$ cat config.mk
export PLATFORM = sky130hd
export DESIGN_NAME = buffer_pool_page_replacement
export DESIGN_NICKNAME = d
export VERILOG_FILES = /design/src/design/bppr_pkg.sv /design/src/design/buffer_pool_page_replacement.sv
export VERILOG_INCLUDE_DIRS = /design/src /design/src/design
export SDC_FILE = /design/constraint.sdc
export NUM_CORES = 2
export LEC_CHECK = 0
export BUFFER_PORTS_ARGS = -buffer_cell sky130_fd_sc_hd__buf_4
export CAP_MARGIN = 20
export CORE_MARGIN = 3
export CORE_UTILIZATION = 50
export CTS_CLUSTER_DIAMETER = 30
export DETAILED_ROUTE_END_ITERATION = 12
export GPL_ROUTABILITY_DRIVEN = 0
export PLACE_DENSITY = 0.63
export SYNTH_ARGS = -nofsm -noshare
export SYNTH_HDL_FRONTEND = slang
export SYNTH_SLANG_ARGS = --single-unit
$ cat constraint.sdc
create_clock -name clk_i -period 17.4 [get_ports clk_i]
set_input_delay 4.35 -clock clk_i [delete_from_list [all_inputs] [get_ports clk_i]]
set_output_delay 4.35 -clock clk_i [all_outputs]
set_load 0.1 [all_outputs]
$ cat src/design/buffer_pool_page_replacement_defines.svh
// Assertion macros for the buffer pool frame table.
`ifndef BUFFER_POOL_PAGE_REPLACEMENT_DEFINES_SVH
`define BUFFER_POOL_PAGE_REPLACEMENT_DEFINES_SVH

`ifndef SYNTHESIS
`define BPPR_ASSERT(lbl, prop, msg) \
  lbl: assert property (@(posedge clk_i) disable iff (!rst_ni) (prop)) else $error(msg);
`define BPPR_ASSERT_NEVER(lbl, cond, msg) \
  `BPPR_ASSERT(lbl, !(cond), msg)
`else
`define BPPR_ASSERT(lbl, prop, msg)
`define BPPR_ASSERT_NEVER(lbl, cond, msg)
`endif

`endif

$ cat src/design/bppr_pkg.sv
`timescale 1ns / 1ps
package bppr_pkg;

  localparam int NUM_FRAMES = 16;
  localparam int FRAME_BITS = 4;
  localparam int NFR_BITS   = 5;
  localparam int PAGE_BITS  = 24;
  localparam int PIN_BITS   = 8;
  localparam int CNT_BITS   = 16;

  localparam logic [1:0] REQ_PIN   = 2'd0;
  localparam logic [1:0] REQ_UNPIN = 2'd1;
  localparam logic [1:0] REQ_DIRTY = 2'd2;
  localparam logic [1:0] REQ_NONE  = 2'd3;

  localparam logic [1:0] ST_OK     = 2'd0;
  localparam logic [1:0] ST_NOFREE = 2'd1;
  localparam logic [1:0] ST_ABSENT = 2'd2;

  localparam logic [1:0] IO_NONE  = 2'd0;
  localparam logic [1:0] IO_WB    = 2'd1;
  localparam logic [1:0] IO_READ  = 2'd2;

  localparam logic [1:0] POL_FIFO  = 2'd0;
  localparam logic [1:0] POL_LRU   = 2'd1;
  localparam logic [1:0] POL_CLOCK = 2'd2;
  localparam logic [1:0] POL_RSVD  = 2'd3;

  localparam logic CFG_POLICY = 1'b0;
  localparam logic CFG_FRAMES = 1'b1;

  typedef struct packed {
    logic [PAGE_BITS-1:0] tag;
    logic                 dirty;
    logic [PIN_BITS-1:0]  pin;
  } frame_word_t;

  typedef struct packed {
    logic [1:0]            status;
    logic [FRAME_BITS-1:0] frame;
    logic [1:0]            op;
    logic [PAGE_BITS-1:0]  page;
    logic                  last;
  } res_t;

endpackage

$ cat src/design/buffer_pool_page_replacement.sv
`timescale 1ns / 1ps
// Channel   | Ports                                         | Handshake
// ----------+-----------------------------------------------+------------------------------
// request   | req_type_i, page_num_i                        | start high, busy low
// result    | status_o .. last_o, write_count_o             | res_valid_o, one cycle
// config    | cfg_idx_i, cfg_data_i                         | cfg_we_i, no wait
//
// Every request but REQ_NONE scans the frames in use, one frame per cycle.
// An LRU hit or FIFO/LRU load adds a rank pass; a load adds the victim read, write-back
// word and memory update. CLOCK adds hand reduction and a sweep that checks each frame in
// use at most twice. busy stays high until the rank pass is done.
// Reset clears control state and the frame valid bits; no clearing pass is run.
`include "buffer_pool_page_replacement_defines.svh"

module buffer_pool_page_replacement (
  input  logic                            clk_i,
  input  logic                            rst_ni,
  input  logic                            start,
  output logic                            busy,
  input  logic [1:0]                      req_type_i,
  input  logic [bppr_pkg::PAGE_BITS-1:0]  page_num_i,
  input  logic                            cfg_we_i,
  input  logic                            cfg_idx_i,
  input  logic [bppr_pkg::NFR_BITS-1:0]   cfg_data_i,
  output logic                            res_valid_o,
  output logic [1:0]                      status_o,
  output logic [bppr_pkg::FRAME_BITS-1:0] frame_index_o,
  output logic [1:0]                      io_op_o,
  output logic [bppr_pkg::PAGE_BITS-1:0]  io_page_o,
  output logic [bppr_pkg::CNT_BITS-1:0]   read_count_o,
  output logic [bppr_pkg::CNT_BITS-1:0]   write_count_o,
  output logic                            last_o
);

  localparam int NF = bppr_pkg::NUM_FRAMES;
  localparam int FB = bppr_pkg::FRAME_BITS;
  localparam int NB = bppr_pkg::NFR_BITS;

  localparam logic [3:0] S_IDLE   = 4'd0;
  localparam logic [3:0] S_SCAN   = 4'd1;
  localparam logic [3:0] S_DECIDE = 4'd2;
  localparam logic [3:0] S_HMOD   = 4'd3;
  localparam logic [3:0] S_SWEEP  = 4'd4;
  localparam logic [3:0] S_VRD    = 4'd5;
  localparam logic [3:0] S_VEV    = 4'd6;
  localparam logic [3:0] S_LOAD   = 4'd7;
  localparam logic [3:0] S_POS    = 4'd8;
  localparam logic [3:0] S_COMMIT = 4'd9;

  logic [3:0] state_q, state_d;

  logic [1:0]                     policy_q;
  logic [NB-1:0]                  frames_q;
  logic [1:0]                     req_q;
  logic [bppr_pkg::PAGE_BITS-1:0] page_q;
  logic [NB-1:0]                  n_q;
  logic [1:0]                     mode_q;
  logic [FB-1:0]                  cnt_q;
  logic [NB:0]                    steps_q;
  logic [FB-1:0]                  hm_q;
  logic [FB-1:0]                  hand_q;
  logic                           found_q;
  logic [FB-1:0]                  hit_q;
  logic [bppr_pkg::PIN_BITS-1:0]  hit_pin_q;
  logic                           hit_dirty_q;
  logic                           got_q;
  logic [FB-1:0]                  vic_q;
  logic [FB-1:0]                  vic_rank_q;
  logic [NF-1:0]                  free_q;
  logic [NF-1:0]                  ref_q;
  logic [NF-1:0]                  valid_q;
  logic [FB-1:0]                  rank_q [NF];
  logic [FB-1:0]                  pos_q  [NF];
  logic [bppr_pkg::CNT_BITS-1:0]  reads_q;
  logic [bppr_pkg::CNT_BITS-1:0]  writes_q;
  bppr_pkg::res_t                 res_q;
  logic                           res_valid_q;

  bppr_pkg::frame_word_t frame_mem_q [NF];
  bppr_pkg::frame_word_t rd_word_q;
  logic                  rd_ok_q;
  bppr_pkg::frame_word_t rd_word;

  logic                  mem_re;
  logic [FB-1:0]         mem_raddr;
  logic                  mem_we;
  logic [FB-1:0]         mem_waddr;
  bppr_pkg::frame_word_t mem_wdata;

  logic [NB-1:0] cnt_nxt;
  logic          scan_last;
  logic [NF-1:0] bef;
  logic [NB-1:0] pos_cnt;
  logic [NB-1:0] n_in;
  logic          sweep_hit;

  function automatic bppr_pkg::res_t mk_res(logic [1:0] st, logic [FB-1:0] fr,
                                            logic [1:0] op,
                                            logic [bppr_pkg::PAGE_BITS-1:0] pg,
                                            logic lst);
    bppr_pkg::res_t r;
    r.status = st;
    r.frame  = fr;
    r.op     = op;
    r.page   = pg;
    r.last   = lst;
    return r;
  endfunction

  assign busy      = (state_q != S_IDLE);
  assign rd_word   = rd_ok_q ? rd_word_q : '0;
  assign cnt_nxt   = {1'b0, cnt_q} + NB'(1);
  assign scan_last = (cnt_nxt == n_q);
  assign sweep_hit = free_q[cnt_q] && !ref_q[cnt_q];

  always_comb begin
    if (frames_q == '0) begin
      n_in = NB'(1);
    end else if (frames_q > NB'(NF)) begin
      n_in = NB'(NF);
    end else begin
      n_in = frames_q;
    end
  end

  // Position of frame cnt_q in queue order among frames in use.
  always_comb begin
    for (int h = 0; h < NF; h++) begin
      bef[h] = (NB'(h) < n_q) && (FB'(h) != cnt_q) &&
               ((rank_q[h] < rank_q[cnt_q]) ||
                ((rank_q[h] == rank_q[cnt_q]) && (FB'(h) < cnt_q)));
    end
    pos_cnt = NB'($countones(bef));
  end

  always_comb begin
    state_d   = state_q;
    mem_re    = 1'b0;
    mem_raddr = '0;
    mem_we    = 1'b0;
    mem_waddr = (state_q == S_LOAD) ? vic_q : hit_q;
    mem_wdata = '{tag: page_q, dirty: hit_dirty_q, pin: hit_pin_q};
    unique case (state_q)
      S_IDLE: begin
        if (start && req_type_i != bppr_pkg::REQ_NONE) begin
          mem_re  = 1'b1;
          state_d = S_SCAN;
        end
      end
      S_SCAN: begin
        if (scan_last) begin
          state_d = S_DECIDE;
        end else begin
          mem_re    = 1'b1;
          mem_raddr = cnt_nxt[FB-1:0];
        end
      end
      S_DECIDE: begin
        state_d = S_IDLE;
        unique case (req_q)
          bppr_pkg::REQ_UNPIN: begin
            if (found_q && hit_pin_q != '0) begin
              mem_we        = 1'b1;
              mem_wdata.pin = hit_pin_q - bppr_pkg::PIN_BITS'(1);
            end
          end
          bppr_pkg::REQ_DIRTY: begin
            if (found_q) begin
              mem_we          = 1'b1;
              mem_wdata.dirty = 1'b1;
            end
          end
          default: begin
            if (found_q) begin
              mem_we = 1'b1;
              if (hit_pin_q != '1) begin
                mem_wdata.pin = hit_pin_q + bppr_pkg::PIN_BITS'(1);
              end
              if (mode_q == bppr_pkg::POL_LRU) begin
                state_d = S_POS;
              end
            end else if (mode_q == bppr_pkg::POL_CLOCK) begin
              state_d = S_HMOD;
            end else if (got_q) begin
              state_d = S_VRD;
            end
          end
        endcase
      end
      S_HMOD: begin
        if ({1'b0, hm_q} < n_q) begin
          state_d = S_SWEEP;
        end
      end
      S_SWEEP: begin
        if (sweep_hit) begin
          state_d = S_VRD;
        end else if (steps_q == {n_q, 1'b0} - (NB + 1)'(1)) begin
          state_d = S_IDLE;
        end
      end
      S_VRD: begin
        mem_re    = 1'b1;
        mem_raddr = vic_q;
        state_d   = S_VEV;
      end
      S_VEV: begin
        state_d = S_LOAD;
      end
      S_LOAD: begin
        mem_we    = 1'b1;
        mem_wdata = '{tag: page_q, dirty: 1'b0, pin: bppr_pkg::PIN_BITS'(1)};
        state_d   = (mode_q == bppr_pkg::POL_CLOCK) ? S_IDLE : S_POS;
      end
      S_POS: begin
        if (scan_last) begin
          state_d = S_COMMIT;
        end
      end
      S_COMMIT: begin
        state_d = S_IDLE;
      end
      default: begin
        state_d = S_IDLE;
      end
    endcase
  end

  always_ff @(posedge clk_i) begin
    if (mem_we) begin
      frame_mem_q[mem_waddr] <= mem_wdata;
    end
    if (mem_re) begin
      rd_word_q <= frame_mem_q[mem_raddr];
    end
  end

  always_ff @(posedge clk_i) begin
    if (state_q == S_POS) begin
      pos_q[cnt_q] <= pos_cnt[FB-1:0];
    end
  end

  always_ff @(posedge clk_i or negedge rst_ni) begin
    if (!rst_ni) begin
      state_q     <= S_IDLE;
      policy_q    <= bppr_pkg::POL_FIFO;
      frames_q    <= NB'(NF);
      req_q       <= bppr_pkg::REQ_PIN;
      page_q      <= '0;
      n_q         <= NB'(NF);
      mode_q      <= bppr_pkg::POL_FIFO;
      cnt_q       <= '0;
      steps_q     <= '0;
      hm_q        <= '0;
      hand_q      <= '0;
      found_q     <= 1'b0;
      hit_q       <= '0;
      hit_pin_q   <= '0;
      hit_dirty_q <= 1'b0;
      got_q       <= 1'b0;
      vic_q       <= '0;
      vic_rank_q  <= '0;
      free_q      <= '0;
      ref_q       <= '0;
      valid_q     <= '0;
      reads_q     <= '0;
      writes_q    <= '0;
      res_q       <= '0;
      res_valid_q <= 1'b0;
      rd_ok_q     <= 1'b0;
      for (int i = 0; i < NF; i++) begin
        rank_q[i] <= FB'(i);
      end
    end else begin
      state_q     <= state_d;
      res_valid_q <= 1'b0;
      if (mem_re) begin
        rd_ok_q <= valid_q[mem_raddr];
      end
      if (cfg_we_i) begin
        if (cfg_idx_i == bppr_pkg::CFG_POLICY) begin
          policy_q <= cfg_data_i[1:0];
        end else begin
          frames_q <= cfg_data_i;
        end
      end
      unique case (state_q)
        S_IDLE: begin
          if (start) begin
            req_q   <= req_type_i;
            page_q  <= page_num_i;
            n_q     <= n_in;
            mode_q  <= (policy_q == bppr_pkg::POL_RSVD) ? bppr_pkg::POL_FIFO : policy_q;
            cnt_q   <= '0;
            found_q <= 1'b0;
            got_q   <= 1'b0;
          end
        end
        S_SCAN: begin
          if (!found_q && valid_q[cnt_q] && rd_word.tag == page_q) begin
            found_q     <= 1'b1;
            hit_q       <= cnt_q;
            hit_pin_q   <= rd_word.pin;
            hit_dirty_q <= rd_word.dirty;
          end
          free_q[cnt_q] <= (rd_word.pin == '0);
          // scan runs in frame order and needs a strictly lower rank, so on a tie the lower frame wins
          if (rd_word.pin == '0 && (!got_q || rank_q[cnt_q] < vic_rank_q)) begin
            got_q      <= 1'b1;
            vic_q      <= cnt_q;
            vic_rank_q <= rank_q[cnt_q];
          end
          if (!scan_last) begin
            cnt_q <= cnt_nxt[FB-1:0];
          end
        end
        S_DECIDE: begin
          unique case (req_q)
            bppr_pkg::REQ_UNPIN, bppr_pkg::REQ_DIRTY: begin
              res_valid_q <= 1'b1;
              if (found_q && (req_q == bppr_pkg::REQ_DIRTY || hit_pin_q != '0)) begin
                res_q <= mk_res(bppr_pkg::ST_OK, hit_q, bppr_pkg::IO_NONE, '0, 1'b1);
              end else begin
                res_q <= mk_res(bppr_pkg::ST_ABSENT, '0, bppr_pkg::IO_NONE, '0, 1'b1);
              end
            end
            default: begin
              if (found_q) begin
                ref_q[hit_q] <= 1'b1;
                vic_q        <= hit_q;
                cnt_q        <= '0;
                res_valid_q  <= 1'b1;
                res_q <= mk_res(bppr_pkg::ST_OK, hit_q, bppr_pkg::IO_NONE, '0, 1'b1);
              end else if (mode_q == bppr_pkg::POL_CLOCK) begin
                hm_q <= hand_q;
              end else if (!got_q) begin
                res_valid_q <= 1'b1;
                res_q <= mk_res(bppr_pkg::ST_NOFREE, '0, bppr_pkg::IO_NONE, '0, 1'b1);
              end
            end
          endcase
        end
        S_HMOD: begin
          if ({1'b0, hm_q} >= n_q) begin
            hm_q <= hm_q - n_q[FB-1:0];
          end else begin
            cnt_q   <= (({1'b0, hm_q} + NB'(1)) == n_q) ? '0 : hm_q + FB'(1);
            steps_q <= '0;
          end
        end
        S_SWEEP: begin
          if (sweep_hit) begin
            vic_q <= cnt_q;
          end else begin
            if (free_q[cnt_q]) begin
              ref_q[cnt_q] <= 1'b0;
            end
            steps_q <= steps_q + (NB + 1)'(1);
            cnt_q   <= scan_last ? '0 : cnt_nxt[FB-1:0];
            if (steps_q == {n_q, 1'b0} - (NB + 1)'(1)) begin
              res_valid_q <= 1'b1;
              res_q <= mk_res(bppr_pkg::ST_NOFREE, '0, bppr_pkg::IO_NONE, '0, 1'b1);
            end
          end
        end
        S_VRD: begin
        end
        S_VEV: begin
          if (rd_word.dirty) begin
            if (writes_q != '1) begin
              writes_q <= writes_q + bppr_pkg::CNT_BITS'(1);
            end
            res_valid_q <= 1'b1;
            res_q <= mk_res(bppr_pkg::ST_OK, vic_q, bppr_pkg::IO_WB, rd_word.tag, 1'b0);
          end
        end
        S_LOAD: begin
          if (reads_q != '1) begin
            reads_q <= reads_q + bppr_pkg::CNT_BITS'(1);
          end
          valid_q[vic_q] <= 1'b1;
          ref_q[vic_q]   <= 1'b1;
          cnt_q          <= '0;
          if (mode_q == bppr_pkg::POL_CLOCK) begin
            hand_q <= vic_q;
          end
          res_valid_q <= 1'b1;
          res_q <= mk_res(bppr_pkg::ST_OK, vic_q, bppr_pkg::IO_READ, page_q, 1'b1);
        end
        S_POS: begin
          if (!scan_last) begin
            cnt_q <= cnt_nxt[FB-1:0];
          end
        end
        S_COMMIT: begin
          // renumber frames in use; the moved frame goes to the tail
          for (int g = 0; g < NF; g++) begin
            if (NB'(g) < n_q) begin
              if (FB'(g) == vic_q) begin
                rank_q[g] <= FB'(n_q - NB'(1));
              end else if (pos_q[g] > pos_q[vic_q]) begin
                rank_q[g] <= pos_q[g] - FB'(1);
              end else begin
                rank_q[g] <= pos_q[g];
              end
            end
          end
        end
        default: begin
        end
      endcase
    end
  end

  assign res_valid_o   = res_valid_q;
  assign status_o      = res_q.status;
  assign frame_index_o = res_q.frame;
  assign io_op_o       = res_q.op;
  assign io_page_o     = res_q.page;
  assign last_o        = res_q.last;
  assign read_count_o  = reads_q;
  assign write_count_o = writes_q;

  `BPPR_ASSERT(a_wb_then_read,
    res_valid_o && !last_o |=> res_valid_o && last_o && io_op_o == bppr_pkg::IO_READ,
    "write-back word not followed by read word")
  `BPPR_ASSERT(a_busy_after_req,
    start && !busy && req_type_i != bppr_pkg::REQ_NONE |=> busy,
    "request accepted without going busy")
  `BPPR_ASSERT(a_err_no_io,
    res_valid_o && status_o != bppr_pkg::ST_OK |->
      io_op_o == bppr_pkg::IO_NONE && frame_index_o == '0,
    "error word carries io or frame")
  `BPPR_ASSERT_NEVER(a_write_in_use,
    mem_we && {1'b0, mem_waddr} >= n_q,
    "frame memory write outside frames in use")

endmodule
==> key figures <==
Critical path
  • Crit-path cells: buf_4 -> mux4_2 -> a22oi_1 -> nand2_1 -> ha_1 -> and3_1 -> a41o_1 -> o221ai_1 -> fa_1 -> inv_1 -> fa_1 -> inv_1 -> fa_1 -> inv_1 -> fa_1 -> ha_1 -> inv_1 -> fa_1 -> xnor2_2
  • WS Path Type: reg2reg
  • Delay-heaviest family, CP: adder cells
  • CP dominant cell by count: fa_1
  • Worst setup SP type: flip-flop
  • CP Capture Type: flip-flop
  • Critical path fanouts, max: 42
  • Req. time, crit path: 17.81 ns
  • Critical path's largest stage delay: 0.71 ns
  • Worst path slowest cell: xnor2_2
  • Critical Path AT: 8.00 ns
  • CP bufs+invs: 5

Timing
  • Sum Neg Setup Slack: 0 ns
  • Pins over their slew limit: 0
  • Final WS setup: 9.808 ns
  • Worst Skew: 0.04231 ns
  • Hold Vio Cnt, Final: 0
  • Slew margin rel.: 0.2295
  • Final worst-path cycle share: 0.4363
  • Fin crit period: 7.592 ns
  • Final Setup Violations: 0
  • Peak Freq: 131.7 MHz
  • Measured slew at the worst slew-check pin: 1.153 ns
  • RSZ-0062 raised after global routing: false

CTS
  • Num CTS Buffers: 175
  • Max Buffers Root-to-Sink: 3
  • CTS clk-pin slew, worst paths: 0.05 ns
  • TritonCTS clock tree: done
  • # clock sinks: 889
  • PostCTS Resize Cnt: 0
  • Clock Latency Late Sink: 0.76 ns
  • Post-CTS Hold Buffers: 0
  • H-tree depth: 4
  • Post-CTS setup buffer count: 0
  • Root buf cell: clkbuf_16

Global route
  • Number of global-route vias before repair: 31050
  • Antenna violations before repair: 1
  • First-pass GRT wire length: 194300 um
  • Total GRT Usage: 0.2831
  • Largest net degree at the start of global routing: 149
  • Total grt overflow: 0

Yosys
  • Asr flop ratio synth: 0.2970
  • Distinct cell type count after synthesis: 89
  • Synth Flop Type: edfxtp_1
  • FF+latch count, synth: 889
  • Cell area after synthesis: 0.04392 sq mm
  • Syn nets: 3688
  • Syn Inst Count: 3471
  • Sequential element share of the synthesized area: 0.5787
  • Number of synthesis warnings: 0
  • Avg Cell Area, Syn: 12.65 sq um
  • Number of flops mapped to enable cells by yosys: 625

Power
  • Peak supply drop: 0.00009596 V
  • Cell leakage power: 18.40 nW
  • Sw Share: 0.2077
  • Clock power frac: 0.600
  • P_sw: 1.185 mW
  • Logic pwr share: 0.004
  • Internal Power: 4.518 mW
  • Sequential power share: 0.395
  • Pwr/cell area: 109.2 mW/mm^2

Route
  • Top sig layer: met4
  • Initial DRC Count: 3218
  • Remaining antenna violation count: 0
  • Final WL: 129900 um
  • Drt wl/cell: 26.35 um
  • Met1 wire length: 54510 um
  • Met2 wire len: 60360 um
  • Number of remaining DRC errors: 0
  • Vias: 31260
  • Vias per std cell: 6.339
  • Wire length on met3: 9674 um
  • Pre-antenna DRT Iters: 5

Die
  • Die Y: 302.4 um
  • Ports: 103
  • Die W: 302.4 um
  • Core area: 0.08689 sq mm
  • Total Die Area: 0.09143 sq mm
  • Rows: 108
  • Initial Util: 0.5055

Place
  • DP Wirelength: 81140 um
  • Pre-CTS setup slack: 9.892 ns
  • Port buffer count: 102
  • Cells after DPL: 4600

Min path
  • HP Class: reg2reg

Layout
  • Share of layout cells above drive strength 1: 0.1931
  • Multi-input logic area: 0.01750 sq mm
  • Commonest non-fill, non-tap cell in the layout: edfxtp_1
  • Syn-to-layout area delta: 18.89%
  • NumNets Final: 3842
  • Fillers: 6708
  • Non-Filler Instances: 4931
  • Most frequent cells in the layout: edfxtp_1, dfrtp_1, nand2_1, a211oi_1, mux2i_1
  • Seq. cell area: 0.02542 sq mm

Run
  • Max cap viols: 0

Run status
  • Status: completed
-- area by class of cell --
cell class                 count  area share
tap                         1155     0.02768
clock inverter               129     0.02981
clock buffer                 198     0.08789
inverter                     112    0.008051
multi-input combinational   2278      0.3351
sequential                   889      0.4868
antenna                        1  0.00004792
timing repair buffer         169     0.02468
-- worst paths after layout --
| check | from | endpoint | slack (ns) | depth (start not counted) |
|---|---|---|---|---|
| max in group asynchronous | rst_ni | read_count_o[2]$_DFFE_PN0P_ | 12.05 | 2 |
| worst max-delay path | cnt_q[0]$_DFFE_PN0P_ | pos_q[5][2]$_DFFE_PP_ | 9.81 | 19 |
| worst min register to register | io_page_o[23]$_DFFE_PN0P_ | io_page_o[23]$_DFFE_PN0P_ | 0.48 | 2 |
| worst max register to register | cnt_q[0]$_DFFE_PN0P_ | pos_q[5][2]$_DFFE_PP_ | 9.81 | 19 |
| worst min-delay path | io_page_o[23]$_DFFE_PN0P_ | io_page_o[23]$_DFFE_PN0P_ | 0.48 | 2 |
| min in group asynchronous | rst_ni | rank_q[60]$_DFFE_PN0P_ | 3.71 | 1 |
-- routing by layer --
layer	GRT usage	vias up
met2	0.4460	1426
met1	0.3888	15860
met4	0.1178	0
li1	-	13640
met5	0	-
met3	0.05211	341
-- synth_stat cells, types with 34 or more instances --
master / instances / area (sq um)
edfxtp_1: 625 / 18770
inv_1: 112 / 420.4
and3_1: 136 / 850.8
dfstp_2: 34 / 893.4
mux4_2: 38 / 855.8
o211ai_1: 45 / 337.8
o21a_1: 50 / 375.4
nand4_1: 46 / 287.8
mux2_2: 129 / 1453
nand2_1: 231 / 867.1
a21oi_1: 88 / 440.4
clkbuf_1: 139 / 521.8
nor3_1: 46 / 230.2
nor2_1: 156 / 585.6
nor2b_1: 47 / 294.0
ha_1: 170 / 2127
o21ai_0: 184 / 920.9
a22oi_1: 45 / 337.8
a211oi_1: 207 / 1554
mux2i_1: 185 / 1852
buf_2: 37 / 185.2
nand2b_1: 39 / 244.0
xnor2_1: 59 / 516.8
dfrtp_1: 230 / 5756
xor2_1: 47 / 411.6
-- power groups by stage --
| stage | Combinational (mW) | Clock (mW) | Sequential (mW) |
|---|---|---|---|
| 2_1_floorplan | 0.00433 | 0 | 2.29 |
| 3_3_place_gp | 0.0248 | 0 | 2.29 |
| 3_5_place_dp | 0.0258 | 0 | 2.29 |
| 4_1_cts | 0.0261 | 3.46 | 2.26 |
| 5_1_grt | 0.0282 | 3.57 | 2.25 |
| 6_report | 0.0251 | 3.42 | 2.26 |
-- state kept, by name (all words and copies together) (netlist names), 8 cells and up --
signal and cells:
frame_mem_q 528, free_q 16, hit_pin_q 8, io_page_o 24, page_q 24, pos_q 64, rank_q 64, rd_word_q 33
read_count_o 16, ref_q 16, valid_q 16, write_count_o 16
-- stage by stage --
step | util | power (mW) | hold WS [ns] | instance area, sq um
6_report | 0.6010 | 5.702 | 0.4833 | 52220
5_1_grt | 0.6010 | 5.854 | 0.4982 | 52220
4_1_cts | 0.6007 | 5.741 | 0.4867 | 52190
3_5_place_dp | 0.5300 | 2.318 | 0.4766 | 46050
3_3_place_gp | 0.5300 | 2.317 | 0.4726 | 46050
2_1_floorplan | - | 2.296 | 0.4432 | 43920
-- logic make-up after synthesis --
family / after synthesis / share of synthesized area
AOI/OAI and AO/OA: 802 / 0.1227
xor gates and xnor gates: 108 / 0.02202
adders and majority gates: 181 / 0.05344
buffers and inverters: 304 / 0.02746
DFF: 889 / 0.5787
muxes: 362 / 0.09968
and+or+nand+nor: 825 / 0.09595
-- worst reg2reg max path, cell delays in order (launching register included) --
cell	delay (ns)
dfrtp_2	0.33
buf_4	0.59
mux4_2	0.64
a22oi_1	0.35
nand2_1	0.67
ha_1	0.57
and3_1	0.16
a41o_1	0.18
o221ai_1	0.15
fa_1	0.58
inv_1	0.05
fa_1	0.50
inv_1	0.06
fa_1	0.47
inv_1	0.05
fa_1	0.56
ha_1	0.18
inv_1	0.06
fa_1	0.40
xnor2_2	0.71
No activity file was read; power rests on OpenSTA's default activity.
